File: src/sv/assert_macros.svh
// Assertion helpers shared by the controller and the datapath.
`ifndef ASSERT_MACROS_SVH
`define ASSERT_MACROS_SVH

`ifndef SYNTHESIS

// Checks a property on every rising clock edge outside reset.
`define CCC_ASSERT(lbl, clk, rst_n, prop) \
    lbl: assert property (@(posedge clk) disable iff (!rst_n) (prop)) \
        else $error("ccc assertion failed");

// Checks that a condition in one cycle is followed by another in the next.
`define CCC_ASSERT_NEXT(lbl, clk, rst_n, ante, cons) \
    lbl: assert property (@(posedge clk) disable iff (!rst_n) (ante) |=> (cons)) \
        else $error("ccc assertion failed");

`else

`define CCC_ASSERT(lbl, clk, rst_n, prop)
`define CCC_ASSERT_NEXT(lbl, clk, rst_n, ante, cons)

`endif

`endif

File: src/sv/ccc_pkg.sv
`default_nettype none

package ccc_pkg;

    // Default sizes of the stores and the coordinate format.
    localparam int MAX_CENTERS_DEF = 1024;
    localparam int MAX_CATIONS_DEF = 1024;
    localparam int COORD_BITS_DEF  = 22;

    // Fixed field widths.
    localparam int COUNT_W     = 11;
    localparam int RADIUS_W    = 16;
    localparam int LIM_W       = RADIUS_W + 1;
    localparam int SQ_W        = 2 * LIM_W;
    localparam int SUM_W       = SQ_W + 2;
    localparam int OUT_TDATA_W = 40;

    localparam logic [RADIUS_W-1:0] RADIUS_RST = 16'd896;

    // Register port layout.
    localparam int   CFG_ADDR_W     = 3;
    localparam int   CFG_DATA_W     = 32;
    localparam logic REG_CUTOFF_IDX = 1'b0;

    typedef enum logic [1:0] {
        KIND_OTHER  = 2'd0,
        KIND_START  = 2'd1,
        KIND_END    = 2'd2,
        KIND_CATION = 2'd3
    } t_kind;

    typedef enum logic [2:0] {
        S_IDLE,
        S_WALK,
        S_LOAD_CAT,
        S_SCAN,
        S_DRAIN,
        S_FINISH,
        S_OUT
    } t_state;

    // Commands from the controller to the datapath.
    typedef struct packed {
        logic accept;
        logic walk_start;
        logic cat_rd;
        logic cen_rd;
        logic cat_next;
        logic result_load;
    } t_dp_cmd;

    // Status from the datapath to the controller.
    typedef struct packed {
        logic no_work;
        logic cat_last;
        logic cen_last;
        logic pipe_busy;
    } t_dp_status;

endpackage

`default_nettype wire

File: src/sv/ccc_ctrl.sv
`default_nettype none
`include "assert_macros.svh"

module ccc_ctrl (
    input  wire logic                   i_clk,
    input  wire logic                   i_rst_n,
    input  wire logic                   i_s_tvalid,
    input  wire logic                   i_s_tlast,
    output logic                        o_s_tready,
    output logic                        o_m_tvalid,
    input  wire logic                   i_m_tready,
    output ccc_pkg::t_dp_cmd            o_cmd,
    input  wire ccc_pkg::t_dp_status    i_status
);

    import ccc_pkg::*;

    t_state r_state;
    t_state n_state;

    // State register.
    always_ff @(posedge i_clk) begin
        if (!i_rst_n) begin
            r_state <= S_IDLE;
        end else begin
            r_state <= n_state;
        end
    end

    // Next state and commands.
    always_comb begin
        n_state    = r_state;
        o_cmd      = '0;
        o_s_tready = 1'b0;
        o_m_tvalid = 1'b0;
        case (r_state)
            S_IDLE: begin
                o_s_tready   = 1'b1;
                o_cmd.accept = i_s_tvalid;
                if (i_s_tvalid && i_s_tlast) begin
                    n_state = S_WALK;
                end
            end
            S_WALK: begin
                o_cmd.walk_start = 1'b1;
                n_state = i_status.no_work ? S_FINISH : S_LOAD_CAT;
            end
            S_LOAD_CAT: begin
                o_cmd.cat_rd = 1'b1;
                n_state = S_SCAN;
            end
            S_SCAN: begin
                o_cmd.cen_rd = 1'b1;
                if (i_status.cen_last) begin
                    n_state = S_DRAIN;
                end
            end
            S_DRAIN: begin
                // Wait until the last pair of this cation has been judged.
                if (!i_status.pipe_busy) begin
                    o_cmd.cat_next = 1'b1;
                    n_state = i_status.cat_last ? S_FINISH : S_LOAD_CAT;
                end
            end
            S_FINISH: begin
                o_cmd.result_load = 1'b1;
                n_state = S_OUT;
            end
            S_OUT: begin
                o_m_tvalid = 1'b1;
                if (i_m_tready) begin
                    n_state = S_IDLE;
                end
            end
            default: begin
                n_state = S_IDLE;
            end
        endcase
    end

    // The result must never be latched while a distance test is in flight.
    `CCC_ASSERT(a_load_after_drain, i_clk, i_rst_n, o_cmd.result_load |-> !i_status.pipe_busy)
    // A center read is only issued when there is something to compare.
    `CCC_ASSERT(a_scan_has_work, i_clk, i_rst_n, o_cmd.cen_rd |-> !i_status.no_work)

endmodule

`default_nettype wire

File: config.mk
export PLATFORM = sky130hd
export DESIGN_NAME = ccc_ctrl
export DESIGN_NICKNAME = d
export VERILOG_FILES = /design/src/sv/ccc_pkg.sv /design/src/sv/ccc_ctrl.sv
export VERILOG_INCLUDE_DIRS = /design/src /design/src/sv
export SDC_FILE = /design/constraint.sdc
export NUM_CORES = 1
export LEC_CHECK = 0
export BUFFER_PORTS_ARGS = -buffer_cell sky130_fd_sc_hd__buf_4
export CAP_MARGIN = 20
export CORE_AREA = 5 5 42 44
export CTS_CLUSTER_DIAMETER = 80
export CTS_CLUSTER_SIZE = 12
export DETAILED_ROUTE_END_ITERATION = 8
export DIE_AREA = 0 0 47 49
export GPL_TIMING_DRIVEN = 0
export HOLD_SLACK_MARGIN = 0.05
export PLACE_DENSITY_LB_ADDON = 0.05
export SETUP_SLACK_MARGIN = 0.3
export SYNTH_ARGS = -nofsm -noshare
export SYNTH_HDL_FRONTEND = slang
export SYNTH_SLANG_ARGS = --single-unit
File: constraint.sdc
create_clock -name i_clk -period 1.8 [get_ports i_clk]
set_input_delay 0.36 -clock i_clk [delete_from_list [all_inputs] [get_ports i_clk]]
set_output_delay 0.36 -clock i_clk [all_outputs]
set_load 0.02 [all_outputs]
==> impl_metrics.ini <==
[route]
dr_wl_met2_um = 575
vias = 429
wl_met1_um = 469
drt_wl_total_mm = 1.09
drt_iter0_drc = 6
via_per_inst = 4.88
ant_nets = 0
firstDrtPassIters = 4
wl_met3_um = 42
routedWlPerCell_um = 12.3
top_layer = met3
drc = 0

[cts]
cts_tree = yes
htreeDepth = 1
clockBufferDepth = 2
root_buffer = clkbuf_4
cts_buffers = 3
clk_pin_slew_ps = 40
clock_sinks = 3
clock_latency_ps = 230

[cells_and_area]
synthToLayoutAreaGrowth_pct = 90.6
largest_reg_flops = 3
mostFrequentLayoutCells = buf_4, nand2_1, buf_6, nor2_1
drive_above_1_share_pct = 52.8
fin_nets = 82
insertedDiodeCount = 0
top_regs = r_state (3)
final_common_cell = buf_4
final-seq-area_um2 = 65.1
multi_input_area_um2 = 256
top_register = r_state
fill_cells = 170

[sta]
setup_viol = 0
holdWs_ps = 391
period_needed_ps = 1520
fin_tns_setup_ps = 0
worst_pin_slew_ps = 262
hold_viol_final = 0
setup_ws_ps = 275
fmax_mhz = 656
clock_skew_ps = 2.21
slew_headroom_pct = 82.5
fin_crit_sh_pct = 84.7
drv_slew = 0
rsz0062_at_grt = yes

[status]
outcome = completed

[yosys]
synth_compound_area_share_pct = 29.7
yosysUniqueCellTypes = 25
synth_top_area_share_pct = 18.8
synthTopCellsByArea = dfxtp_1, buf_6, nand2_1
synth_nets = 54
synth-simple-area-share_pct = 37.1
synth_seq_area_share_pct = 18.8
synth_top_family_by_area = simple AND/OR/NAND/NOR gates
yosys_warnings = 0
netlist_area_um2 = 320
avgSynthCellArea_um2 = 7.12
ys_ff_latch = 3
yosys.area.top_type = dfxtp_1
synth-xor-area-share_pct = 0
synth.area.mux_share_pct = 0
synth_cells = 45
synthAdderAreaFrac_pct = 0

[critical_path]
worstSetupPathType = reg2out
reg2reg_slack_ps = 460
cp_max_fo = 7
arrival_ps = 1160
startpoint_type = flip-flop
required_ps = 1440
worstRegToRegCells = 6
endpoint_kind = output pin

[power_and_ir_drop]
clkPwrFrac_pct = 11.9
switching_share_pct = 42.7
p_comb_share_pct = 75.7
power_frac_seq_pct = 12.4
powerDensity_nw_per_um2 = 1600
p_switching_mw = 0.418
leakage_nw = 0.276
internal-power_mw = 0.560
ir_drop_uv = 847
p_total_mw = 0.978

[global_routing]
grt_pass1_vias = 441
grt_overflow = 0
antenna_found_initial = 0
grt_pass1_wl_mm = 1.87
grt_max_degree = 11
gr-usage-all-layers_pct = 11.6

[floorplan]
num_io_pins = 17
die_w_um = 47
die_area_um2 = 2300
row_count = 14
die_h_um = 49
start_util_pct = 22.9
core_um2 = 1400

[worst_hold_path]
hold_depth = 3
hold_path.class = in2reg

[placed_design]
gp_congestion = 0.647
dpl_worst_slack_ps = 370
dp_hpwl_um = 724
io_buffers = 16

[flow_run]
cap_viol_max_count = 0
-- Yosys cell counts --
library cell,instances
a21boi_0,2
a21oi_1,3
a221oi_1,1
a22oi_1,1
and2_1,2
and3_1,1
buf_2,1
buf_6,3
dfxtp_1,3
inv_1,1
inv_2,1
nand2_1,6
nand2b_1,2
nand3_1,1
nand3b_1,1
nor2_1,4
nor2b_1,1
nor3_1,3
nor3b_1,1
nor4b_1,1
o2111ai_2,1
o21ai_0,2
o21ai_1,1
o221a_1,1
o31ai_1,1
-- what timing repair did --
action                                  CTS  global route
setup buffers                             6             1
cloned                                    0             0
resized for setup                         8             7
pin swaps                                 2             0
hold buffers                              0             0
endpoints found under the setup margin    6             6
-- worst max-delay path, cell delays in order, from the launching register on --
cell     delay [ps]
dfxtp_2         300
buf_6           120
buf_8           130
nor4b_4         200
buf_4           180
-- cell families after synthesis --
logic type,Yosys count
compound gates,13
buf+inv,6
flops,3
simple gates,23
-- power by group through the flow --
stage / clock, mW / sequential (mW) / combinational (mW)
after floorplan: 0 / 0.109 / 0.389
after global placement: 0 / 0.113 / 0.558
after detailed placement: 0 / 0.114 / 0.549
after CTS: 0.122 / 0.121 / 0.697
after global routing: 0.137 / 0.124 / 0.807
final: 0.116 / 0.121 / 0.740
-- final cells by class --
class                      count  area share (%)
buffer                         4            8.61
clock buffer                   4            4.30
multi-input combinational     36            42.0
tap                           16            3.28
timing repair buffer          23            29.5
sequential                     3            10.7
inverter                       2            1.64
-- routing by layer --
metal  vias up  global-route usage (%)
met1       201                    12.5
met4         0                    6.91
li1        215                       -
met2        13                    18.1
met5         -                       0
met3         0                    4.80
-- worst paths after layout --
path | from | to
max | r_state[1]$_SDFFE_PN0P_ | o_cmd[1]
min | i_rst_n | r_state[0]$_SDFFE_PN0P_
max reg2reg | r_state[1]$_SDFFE_PN0P_ | r_state[1]$_SDFFE_PN0P_
min reg2reg | r_state[0]$_SDFFE_PN0P_ | r_state[0]$_SDFFE_PN0P_
-- stage by stage --
step	std cells	utilization, %	cell area (um^2)
floorplan	45	-	332
global placement	77	33.7	472
detailed placement	77	33.7	472
CTS	87	41.2	577
global route	88	43.6	611
finish	88	43.6	611
No activity file was read; power rests on OpenSTA's default activity.
